### src/tth_pkg.sv
// Shared constants, codes and hash tables for the two-table hash core.
`timescale 1ns / 1ps

package tth_pkg;

  // Table geometry
  localparam int SLOTS = 11;
  localparam int IDX_W = $clog2(SLOTS);

  // Beat fields
  localparam int OP_W        = 2;
  localparam int KEY_W       = 31;
  localparam int SLOT_W      = 4;
  localparam int IN_TDATA_W  = 40;
  localparam int OUT_TDATA_W = 8;

  // Second hash works on the decimal digit behind the 0.9 factor
  localparam int DEC = 10;
  localparam int DIG_W = 4;

  // Byte folding: key mod m = sum(byte_j * (256^j mod m)) mod m
  localparam int PSUM_W   = 16;
  localparam int RECIP_SH = 24;
  localparam int PROD_W   = PSUM_W + RECIP_SH;

  localparam int W1_B1 = 256 % SLOTS;
  localparam int W1_B2 = 65536 % SLOTS;
  localparam int W1_B3 = 16777216 % SLOTS;
  localparam int WD_B1 = 256 % DEC;
  localparam int WD_B2 = 65536 % DEC;
  localparam int WD_B3 = 16777216 % DEC;

  // ceil(2^RECIP_SH / m); exact quotient for any folded sum below 2^PSUM_W
  localparam int RECIP_ONE = ((1 << RECIP_SH) + SLOTS - 1) / SLOTS;
  localparam int RECIP_DEC = ((1 << RECIP_SH) + DEC - 1) / DEC;

  // Table-two index by key mod 10: floor(SLOTS * ((9*d) mod 10) / 10)
  localparam logic [IDX_W-1:0] H2_BY_DIGIT [DEC] = '{
    IDX_W'((SLOTS * 0) / DEC),
    IDX_W'((SLOTS * 9) / DEC),
    IDX_W'((SLOTS * 8) / DEC),
    IDX_W'((SLOTS * 7) / DEC),
    IDX_W'((SLOTS * 6) / DEC),
    IDX_W'((SLOTS * 5) / DEC),
    IDX_W'((SLOTS * 4) / DEC),
    IDX_W'((SLOTS * 3) / DEC),
    IDX_W'((SLOTS * 2) / DEC),
    IDX_W'((SLOTS * 1) / DEC)
  };

  // Request codes
  typedef enum logic [OP_W-1:0] {
    OP_INSERT = 2'd0,
    OP_REMOVE = 2'd1,
    OP_LOOKUP = 2'd2
  } op_t;

  // Table-one slot marks
  typedef enum logic [1:0] {
    MARK_EMPTY = 2'd0,
    MARK_USED  = 2'd1,
    MARK_GONE  = 2'd2
  } mark_t;

  // One result beat
  typedef struct packed {
    logic              key_dropped;
    logic [SLOT_W-1:0] slot;
    logic              in_second_table;
    logic              ok;
  } result_t;

endpackage

### src/two_table_cuckoo_hash_core.sv
// Two-table cuckoo-style hash store: hash pipeline, flip-flop tables and result register.
`timescale 1ns / 1ps

// Each input beat is an insert, remove or lookup of one key and yields exactly one result
// beat. Requests are taken one per clock while the output side is not stalled; each result
// passes through the input register, hash fold register, index register and result register.
// All table reads and writes happen in the last stage, so each request sees every earlier
// request's effect with no hazard and no bubble. Both tables are rows of flip-flops; reset
// empties them at once (marks and used bits clear), so requests are accepted from the first
// cycle after reset. A stall on out_tready backs up through the stages and drops in_tready
// only when every stage is full.

module two_table_cuckoo_hash_core
  import tth_pkg::*;
(
  input  logic                   clk,
  input  logic                   rst_n,
  // input beat
  input  logic                   in_tvalid,
  output logic                   in_tready,
  input  logic [IN_TDATA_W-1:0]  in_tdata,   // [1:0] operation, [32:2] key, [39:33] zero
  // result beat
  output logic                   out_tvalid,
  input  logic                   out_tready,
  output logic [OUT_TDATA_W-1:0] out_tdata   // [0] ok, [1] in_second_table, [5:2] slot,
                                             // [6] key_dropped, [7] zero
);

  // ---------------------------------------------------------------------------
  // Pipeline registers
  // ---------------------------------------------------------------------------
  logic              s1_valid_r;
  logic [OP_W-1:0]   s1_op_r;
  logic [KEY_W-1:0]  s1_key_r;

  logic              s2_valid_r;
  logic [OP_W-1:0]   s2_op_r;
  logic [KEY_W-1:0]  s2_key_r;
  logic [PSUM_W-1:0] s2_p1_r;
  logic [PSUM_W-1:0] s2_pd_r;

  logic              s3_valid_r;
  logic [OP_W-1:0]   s3_op_r;
  logic [KEY_W-1:0]  s3_key_r;
  logic [IDX_W-1:0]  s3_a_r;
  logic [IDX_W-1:0]  s3_b_r;

  logic              out_valid_r;
  result_t           out_res_r;

  // Tables
  logic [KEY_W-1:0]  first_keys_r  [SLOTS];
  logic [IDX_W-1:0]  first_h2_r    [SLOTS];
  logic [1:0]        first_marks_r [SLOTS];
  logic [KEY_W-1:0]  second_keys_r [SLOTS];
  logic [SLOTS-1:0]  second_used_r;

  // Handshake chain
  logic out_free, rdy3, rdy2, go3;

  assign out_free  = !out_valid_r || out_tready;
  assign go3       = s3_valid_r && out_free;
  assign rdy3      = !s3_valid_r || out_free;
  assign rdy2      = !s2_valid_r || rdy3;
  assign in_tready = !s1_valid_r || rdy2;

  // ---------------------------------------------------------------------------
  // Stage 1 -> 2: fold key bytes against byte weights for both moduli
  // ---------------------------------------------------------------------------
  logic [PSUM_W-1:0] p1_nxt, pd_nxt;

  always_comb begin
    p1_nxt = PSUM_W'(s1_key_r[7:0])
           + PSUM_W'(s1_key_r[15:8])  * PSUM_W'(W1_B1)
           + PSUM_W'(s1_key_r[23:16]) * PSUM_W'(W1_B2)
           + PSUM_W'(s1_key_r[30:24]) * PSUM_W'(W1_B3);
    pd_nxt = PSUM_W'(s1_key_r[7:0])
           + PSUM_W'(s1_key_r[15:8])  * PSUM_W'(WD_B1)
           + PSUM_W'(s1_key_r[23:16]) * PSUM_W'(WD_B2)
           + PSUM_W'(s1_key_r[30:24]) * PSUM_W'(WD_B3);
  end

  // ---------------------------------------------------------------------------
  // Stage 2 -> 3: reduce folded sums by reciprocal multiply, map digit to index
  // ---------------------------------------------------------------------------
  logic [PROD_W-1:0] prod1, prodd;
  logic [PSUM_W-1:0] q1, qd, r1, rd;
  logic [DIG_W-1:0]  digit;
  logic [IDX_W-1:0]  a_nxt, b_nxt;

  always_comb begin
    prod1 = PROD_W'(s2_p1_r) * PROD_W'(RECIP_ONE);
    prodd = PROD_W'(s2_pd_r) * PROD_W'(RECIP_DEC);
    q1    = prod1[PROD_W-1:RECIP_SH];
    qd    = prodd[PROD_W-1:RECIP_SH];
    r1    = s2_p1_r - PSUM_W'(q1 * PSUM_W'(SLOTS));
    rd    = s2_pd_r - PSUM_W'(qd * PSUM_W'(DEC));
    digit = rd[DIG_W-1:0];
    a_nxt = r1[IDX_W-1:0];
    b_nxt = H2_BY_DIGIT[digit];
  end

  // ---------------------------------------------------------------------------
  // Stage 3: per-slot match cells, one-hot selection, table decisions
  // ---------------------------------------------------------------------------
  logic [SLOTS-1:0] sel_a, sel_b, sel_c;
  logic [SLOTS-1:0] eq_one, eq_two;
  logic [1:0]       mark_a;
  logic [KEY_W-1:0] key_old;
  logic [IDX_W-1:0] c_idx;
  logic             hit_one, hit_two, used_c;
  logic             wr_first, gone_first, wr_second, clr_second;
  result_t          res_nxt;

  // Slot cells: decode and compare each entry in its own place
  always_comb begin
    mark_a  = '0;
    key_old = '0;
    c_idx   = '0;
    for (int i = 0; i < SLOTS; i++) begin
      sel_a[i]  = (s3_a_r == IDX_W'(i));
      sel_b[i]  = (s3_b_r == IDX_W'(i));
      eq_one[i] = (first_keys_r[i] == s3_key_r);
      eq_two[i] = (second_keys_r[i] == s3_key_r);
      mark_a    = mark_a  | (first_marks_r[i] & {2{sel_a[i]}});
      key_old   = key_old | (first_keys_r[i]  & {KEY_W{sel_a[i]}});
      c_idx     = c_idx   | (first_h2_r[i]    & {IDX_W{sel_a[i]}});
    end
    for (int i = 0; i < SLOTS; i++) begin
      sel_c[i] = (c_idx == IDX_W'(i));
    end
    hit_one = (mark_a == MARK_USED) && |(sel_a & eq_one);
    hit_two = |(sel_b & second_used_r & eq_two);
    used_c  = |(sel_c & second_used_r);
  end

  // Request decisions
  always_comb begin
    res_nxt    = '0;
    wr_first   = 1'b0;
    gone_first = 1'b0;
    wr_second  = 1'b0;
    clr_second = 1'b0;
    case (s3_op_r)
      OP_INSERT: begin
        wr_first    = 1'b1;
        res_nxt.ok  = 1'b1;
        if (mark_a == MARK_USED) begin
          wr_second           = !used_c;
          res_nxt.key_dropped = used_c;
        end
      end
      OP_REMOVE: begin
        // table two first, then table one
        if (hit_two) begin
          clr_second = 1'b1;
          res_nxt.ok = 1'b1;
        end else if (hit_one) begin
          gone_first = 1'b1;
          res_nxt.ok = 1'b1;
        end
      end
      OP_LOOKUP: begin
        // an empty table-one slot ends the search
        if (mark_a != MARK_EMPTY) begin
          if (hit_one) begin
            res_nxt.ok   = 1'b1;
            res_nxt.slot = SLOT_W'(s3_a_r);
          end else if (hit_two) begin
            res_nxt.ok              = 1'b1;
            res_nxt.in_second_table = 1'b1;
            res_nxt.slot            = SLOT_W'(s3_b_r);
          end
        end
      end
      default: ;
    endcase
  end

  // ---------------------------------------------------------------------------
  // Control registers: stage valids, output valid, marks and used bits
  // ---------------------------------------------------------------------------
  always_ff @(posedge clk) begin
    if (!rst_n) begin
      s1_valid_r    <= 1'b0;
      s2_valid_r    <= 1'b0;
      s3_valid_r    <= 1'b0;
      out_valid_r   <= 1'b0;
      second_used_r <= '0;
      for (int i = 0; i < SLOTS; i++) begin
        first_marks_r[i] <= MARK_EMPTY;
      end
    end else begin
      if (in_tready) s1_valid_r <= in_tvalid;
      if (rdy2)      s2_valid_r <= s1_valid_r;
      if (rdy3)      s3_valid_r <= s2_valid_r;
      if (out_free)  out_valid_r <= s3_valid_r;
      if (go3) begin
        for (int i = 0; i < SLOTS; i++) begin
          if (sel_a[i] && wr_first)   first_marks_r[i] <= MARK_USED;
          if (sel_a[i] && gone_first) first_marks_r[i] <= MARK_GONE;
          if (sel_c[i] && wr_second)  second_used_r[i] <= 1'b1;
          if (sel_b[i] && clr_second) second_used_r[i] <= 1'b0;
        end
      end
    end
  end

  // ---------------------------------------------------------------------------
  // Payload registers
  // ---------------------------------------------------------------------------
  always_ff @(posedge clk) begin
    if (in_tready && in_tvalid) begin
      s1_op_r  <= in_tdata[OP_W-1:0];
      s1_key_r <= in_tdata[OP_W +: KEY_W];
    end
    if (rdy2 && s1_valid_r) begin
      s2_op_r  <= s1_op_r;
      s2_key_r <= s1_key_r;
      s2_p1_r  <= p1_nxt;
      s2_pd_r  <= pd_nxt;
    end
    if (rdy3 && s2_valid_r) begin
      s3_op_r  <= s2_op_r;
      s3_key_r <= s2_key_r;
      s3_a_r   <= a_nxt;
      s3_b_r   <= b_nxt;
    end
    if (go3) begin
      out_res_r <= res_nxt;
      for (int i = 0; i < SLOTS; i++) begin
        // the new key's table-two index is kept for a later move
        if (sel_a[i] && wr_first) begin
          first_keys_r[i] <= s3_key_r;
          first_h2_r[i]   <= s3_b_r;
        end
        if (sel_c[i] && wr_second) second_keys_r[i] <= key_old;
      end
    end
  end

  // Result beat
  assign out_tvalid = out_valid_r;
  assign out_tdata  = {1'b0, out_res_r.key_dropped, out_res_r.slot,
                       out_res_r.in_second_table, out_res_r.ok};

  // ---------------------------------------------------------------------------
  // Assertions
  // ---------------------------------------------------------------------------
  a_insert_marks_used: assert property (@(posedge clk) disable iff (!rst_n)
    go3 && s3_op_r == OP_INSERT |=> first_marks_r[$past(s3_a_r)] == MARK_USED)
    else $error("insert did not leave its table-one slot in use");

  a_remove_two_clears: assert property (@(posedge clk) disable iff (!rst_n)
    go3 && clr_second |=> !second_used_r[$past(s3_b_r)])
    else $error("table-two removal left the slot in use");

  a_second_needs_ok: assert property (@(posedge clk) disable iff (!rst_n)
    out_valid_r && (out_res_r.in_second_table || out_res_r.key_dropped) |-> out_res_r.ok)
    else $error("table-two or drop flag on a failed request");

  a_out_from_stage3: assert property (@(posedge clk) disable iff (!rst_n)
    $rose(out_valid_r) |-> $past(go3))
    else $error("result beat appeared without a stage-three transfer");

endmodule

### config.mk
export PLATFORM = sky130hd
export DESIGN_NAME = two_table_cuckoo_hash_core
export DESIGN_NICKNAME = d
export VERILOG_FILES = /design/src/tth_pkg.sv /design/src/two_table_cuckoo_hash_core.sv
export SDC_FILE = /design/constraint.sdc
export NUM_CORES = 2
export LEC_CHECK = 0
export ABC_AREA = 1
export ABC_CLOCK_PERIOD_IN_PS = 8650
export BUFFER_PORTS_ARGS = -buffer_cell sky130_fd_sc_hd__buf_4
export CAP_MARGIN = 10
export CORE_UTILIZATION = 24
export CTS_CLUSTER_DIAMETER = 60
export CTS_CLUSTER_SIZE = 8
export DETAILED_ROUTE_END_ITERATION = 6
export PLACE_DENSITY = 0.47
export SLEW_MARGIN = 0
export SYNTH_ARGS = -nofsm -noshare
export SYNTH_HDL_FRONTEND = slang
export SYNTH_SLANG_ARGS = --single-unit
export TNS_END_PERCENT = 20
### constraint.sdc
create_clock -name clk -period 8.65 [get_ports clk]
set_input_delay 2.595 -clock clk [delete_from_list [all_inputs] [get_ports clk]]
set_output_delay 2.595 -clock clk [all_outputs]
set_load 0.01 [all_outputs]
; ---- Word level (Yosys, flattened, before mapping)
; Memories as Yosys holds them, arrays and structs flattened. A register that Yosys moved wholly into a read port is not among the register bits.
; Cells that the tools add are included.
; W data, S select, Z words.
[word_totals]
memories = 5
register_bits = 153
output_inout_bits = 10
ramBits = 748
romBits = 64
wordCells = 600
[mem_list]
columns = memory, words, width, rd, rd_clocked_by_memory_dff, write_ports, line_no
row1 = first_keys_r, 11, 31, 11, 0, 1, two_table_cuckoo_hash_core.sv:52  ; logic [KEY_W-1:0] first_keys_r [SLOTS];
row2 = second_keys_r, 11, 31, 11, 0, 1, two_table_cuckoo_hash_core.sv:55  ; logic [KEY_W-1:0] second_keys_r [SLOTS];
row3 = (name not given), 16, 4, 1, 1, 0, two_table_cuckoo_hash_core.sv:100  ; b_nxt = H2_BY_DIGIT[digit];
row4 = first_h2_r, 11, 4, 11, 0, 1, two_table_cuckoo_hash_core.sv:53  ; logic [IDX_W-1:0] first_h2_r [SLOTS];
row5 = first_marks_r, 11, 2, 11, 0, 11, two_table_cuckoo_hash_core.sv:54  ; logic [1:0] first_marks_r [SLOTS];
[op_classes]
bitwise = 92
addsub = 8
n_eq_ne = 55
n_mul = 10
n_mux = 281
reduce_logical = 121
[op_table]
columns = operator, n
row1 = $eq A31 B31 Y1, 22
row2 = $mux W31, 20
row3 = $reduce_or A31 Y1, 20
row4 = $and A31 B31 Y31, 11
row5 = $or A31 B31 Y31, 10
row6 = $mux W1, 196
row7 = $mux W4, 41
row8 = $mul A14 B20 Y34 const B, 2
row9 = $logic_and A1 B1 Y1, 49
row10 = $eq A4 B3 Y1 const B, 12
row11 = $and A11 B11 Y11, 4
row12 = $and A4 B4 Y4, 11
row13 = $mux W2, 22
row14 = $or A4 B4 Y4, 10
row15 = $reduce_or A4 Y1, 10
row16 = $eq A4 B4 Y1 const B, 9
row17 = $reduce_or A11 Y1, 3
row18 = $mul A8 B2 Y10 const B, 3
row19 = $add A13 B10 Y14, 2
row20 = $reduce_and A2 Y1, 13
row21 = $eq A4 B2 Y1 const B, 6
row22 = $reduce_bool A2 Y1, 12
row23 = $and A2 B2 Y2, 11
row24 = $or A1 B1 Y1, 22
row25 = other kinds (23), 46

; ---- Logic depth before layout (Yosys ltp)
[depth]
depth_word = 33
ltp_mapped = 34
mapped_depth_nobuf = 34

; ---- Worst setup path after synthesis
; No wires, ideal clock.
[synth_path]
kind = reg-to-reg
startpoint = register s2_p1_r[5]
endpoint = register s3_a_r[3], data pin
synth_period_minus_slack_ns = 6.489
slack_ns = 2.161
path_buffers = 0
required_time_ns = 8.398
setup_time_ns = 0.252
arrival_time_ns = 6.236
stages_incl_launch_ff = 31
cell_sequence = edfxtp_1 ha_1 fa_1 inv_1 fa_1 fa_1 inv_1 fa_1 inv_1 fa_1 inv_1 ha_1 nand2_1 nor4_1 nand3_1 nand3_1 xor2_1 inv_1 ha_1 fa_1 ha_1 nand2_1 nand2_1 a31oi_1 inv_1 nand2_1 nand2_1 nand2_1 nand2_1 nand2_1 nand2_1
[synth_via]
elab_chain_len = 3
[synth_lines]
columns = element, line_no
row1 = "start, declared", two_table_cuckoo_hash_core.sv:39  ; logic [PSUM_W-1:0] s2_p1_r;
row2 = "start signal, assigned", two_table_cuckoo_hash_core.sv:220  ; s2_p1_r <= p1_nxt;
row3 = $mul A14 B20 Y34, two_table_cuckoo_hash_core.sv:92  ; prod1 = PROD_W'(s2_p1_r) * PROD_W'(RECIP_ONE);
row4 = $mul A11 B4 Y4, two_table_cuckoo_hash_core.sv:96  ; r1 = s2_p1_r - PSUM_W'(q1 * PSUM_W'(SLOTS));
row5 = $sub A4 B4 Y4, two_table_cuckoo_hash_core.sv:96
row6 = net r1[3], two_table_cuckoo_hash_core.sv:87  ; logic [PSUM_W-1:0] q1, qd, r1, rd;
row7 = "end signal, assigned", two_table_cuckoo_hash_core.sv:226  ; s3_a_r <= a_nxt;
row8 = "end, declared", two_table_cuckoo_hash_core.sv:45  ; logic [IDX_W-1:0] s3_a_r;
; The timed path passes the listed nets, and every way through them passes these cells.
; A chain may end at the register's enable or synchronous reset.

; ---- Worst setup path in the final report
; Ends and elaborated chain as after synthesis.

==> impl_results.md <==
- Setup crit end kind: register
- Routed WL per cell: 23.4 um
- Pin count of the biggest net entering global routing: 60
- R2r endpoint: s3_a_r[3]
- Worst hold path startpoint: s2_key_r[8]
- Max cap viols: 0
- Clock buffer count from CTS: approximately 130
- Crit path max-delay family: adder cells
- Design Area, Final: 57600 sq um
- Critical R2R Launch: s2_p1_r[5]
- Final nets: 5265
- Syn_area_per_cell: ~11 sq um
- Via count: 34958
- Die Span Y: 458 um
- DIE AREA: 210000 sq um
- Synth area leaders: edfxtp_1, nand2_1, fa_1
- Final period utilization: 0.852
- Worst-margin pin slew: 1250 ps
- N_diodes: 0
- Port buffer count: 45
- Total Wirelength: 177 mm
- Maximum clock insertion buffer count: 3
- Post-Place Cell Area: 53900 sq um
- CP Launch Type: register
- Buf/Inv on CP: 6
- Reg-to-reg slack, setup: between 1000 and 1500 ps
- Final antenna-violating net count: 0
- Post-Syn Area: 49900 sq um
- DR pass1 iterations: 5
- Max Transition Viols Final: 0
- Global-route wire length before repair: between 200 and 250 mm
- Row cnt: 167
- Setup TNS: 0 ps
- GPL Wtd Cong: 0.890
- Slowest CP cell: fa_1
- Initial Utilization: 0.241
- Hold Path End: s3_key_r[8]
- Grt total ovfl: 0
- Status: completed
- Num Clock Sinks: 891
- Die W: 458 um
- PnR worst setup slack: 1280 ps
- CP max stage delay: 560 ps
- Hold WC Path Type: register to register
- GRT Overall Usage: 0.166
- Area Overhead vs Synth: 15.5%
- Share of post-route cells with drive strength above 1: 0.0812
- Crit path DAT: 7870 ps
- Synth area leader: edfxtp_1
- Minimum clock period: 7370 ps
- Hold_buf cts: 0
- Setup slack after placement: approximately 1300 ps
- Final Hold Vio Count: 0
- Hold path depth: 0
- PostCTS Resize Cnt: 0
- Library cells used by synthesis: 47
- Core area: 207000 sq um
- Req. time, crit path: between 9000 and 10000 ps
- Seq/Total Area, Yosys: 0.533
- Synth top area share: 0.527
- CTS tree: yes
- Post-Syn Instances: 4658
- Length in cells of the worst reg-to-reg path: 30
- Setup violations, final: 0
- Clock Tree Root: clkbuf_16
- Yosys warnings: 0
- Post-route insts no fill: 7546
- Worst Clk Skew: approximately 34 ps
- Via density: 4.63
- Max-Slew Margin vs Limit: 0.166
- Estimated wirelength of the detail-placed design: 121 mm
- Synthesized Nets: 5124
- Critical path type: register to register
- Most frequent CP cell: nand2_1
- Fmax: 136 MHz
- Top fanout value on the critical path: 7
- Vias in the first global route: 34492
- Initial antenna violation count: 7
- Drc violations: 0
- Top Ports: 54
- H-Tree Depth: 4
- Yosys reg bits: 891
- Placed insts: approximately 7400
- Starting DRT DRC Count: 3373
- Clock slew at reported path FFs: ~50 ps
- Worst skew pair latency: 750 ps
- Unrepaired setup endpoints after global routing: false
- Post-CTS setup repair buffer count: 0
==> metrics by stage <==
stage | hold slack [ps] | utilization
3_5_place_dp | 405 | 0.260
5_1_grt | 416 | 0.279
4_1_cts | 412 | 0.279
2_1_floorplan | 400 | -
6_report | 408 | 0.279
3_3_place_gp | 400 | 0.260
==> cells in the mapped netlist, drive strengths merged <==
library cell and count:
clkinv 5, conb 1, a22o 15, dfxtp 15, a21o 11, nand3 218
nor2 361, nand3b 4, fa 173, o21ai 107, ha 249, a221o 4
a211oi 4, nand2 941, buf 90, a21oi 108, and2 2, nor4 10
o221ai 6, xnor2 351, a32o 1, xor2 92, o21a 2, o22ai 54
clkbuf 51, o211ai 6, nor3 54, inv 611, o21bai 11, o2111ai 3
and3 2, edfxtp 876, a221oi 62, or2 59, a31oi 3, o211a 1
nand4 94, a21boi 1
==> flip-flops by register name, indices dropped and copies added (netlist names), 11 cells and up <==
| name | count |
|---|---|
| first_h2_r | 43 |
| s2_pd_r | 12 |
| first_marks_r | 22 |
| s3_key_r | 31 |
| s1_key_r | 31 |
| first_keys_r | 331 |
| s2_key_r | 31 |
| second_keys_r | 341 |
| s2_p1_r | 14 |
| second_used_r | 11 |
==> placed cells by master (no fill, tap or decap), drive strengths merged, types with 94 or more instances in the layout <==
cell type / instances
nand3: 218
inv: 618
clkbuf: 161
xnor2: 351
edfxtp: 876
nor2: 361
ha: 249
o21ai: 107
buf: 147
a21oi: 108
fa: 173
nand4: 94
nand2: 941
==> worst reg2reg max path: cells and delay by family (launching register included) <==
kind | cells | cell delay (ps)
simple gates | 12 | 1350
compound gates | 1 | 190
xor+xnor | 1 | 340
fa+ha+maj | 10 | 4320
flops | 1 | 550
buf+inv | 6 | 390
==> worst max-delay path by stage <==
stage	depth (start not counted)	slack, ps	end	start
after CTS	30	1220	s3_a_r[3]	s2_p1_r[5]
after floorplan	30	2160	s3_a_r[3]	s2_p1_r[5]
final	30	1280	s3_a_r[3]	s2_p1_r[5]
after global routing	30	790	s3_a_r[3]	s2_p1_r[5]
after global placement	30	1140	s3_a_r[3]	s2_p1_r[5]
after detailed placement	30	1250	s3_a_r[3]	s2_p1_r[5]
==> logic make-up (layout without fill, tap and decap cells) <==
group,Yosys count,count (layout),synth area share
buf+inv,757,941,0.0597
flops,891,891,0.533
simple gates,1745,1745,0.147
fa+ha+maj,422,422,0.132
compound gates,399,399,0.0503
xor+xnor,443,443,0.0777
other cells,1,1,0.0000751
==> per-layer routing <==
layer / vias to the layer above / GRT usage / share of wire
met4: 2 / 0.0437 / 0.024
met1: 17537 / 0.222 / 0.43
met3: 226 / 0.0254 / 0.070
met2: 1308 / 0.278 / 0.47
met5: - / 0 / 0.000073
li1: 15885 / - / -
==> cell type report <==
type,instances,area [sq um]
fillers,21601,149000
flip-flops and latches,891,26600
multi-input cells,3010,20500
clock buffers,161,3510
well taps,2704,3380
inverters,616,2310
repair buffers,147,1120
clock inverters,17,235
Power is left out: the tool's default activity adds up to more than one toggle a clock period on the data nets, which glitch-free logic cannot reach.
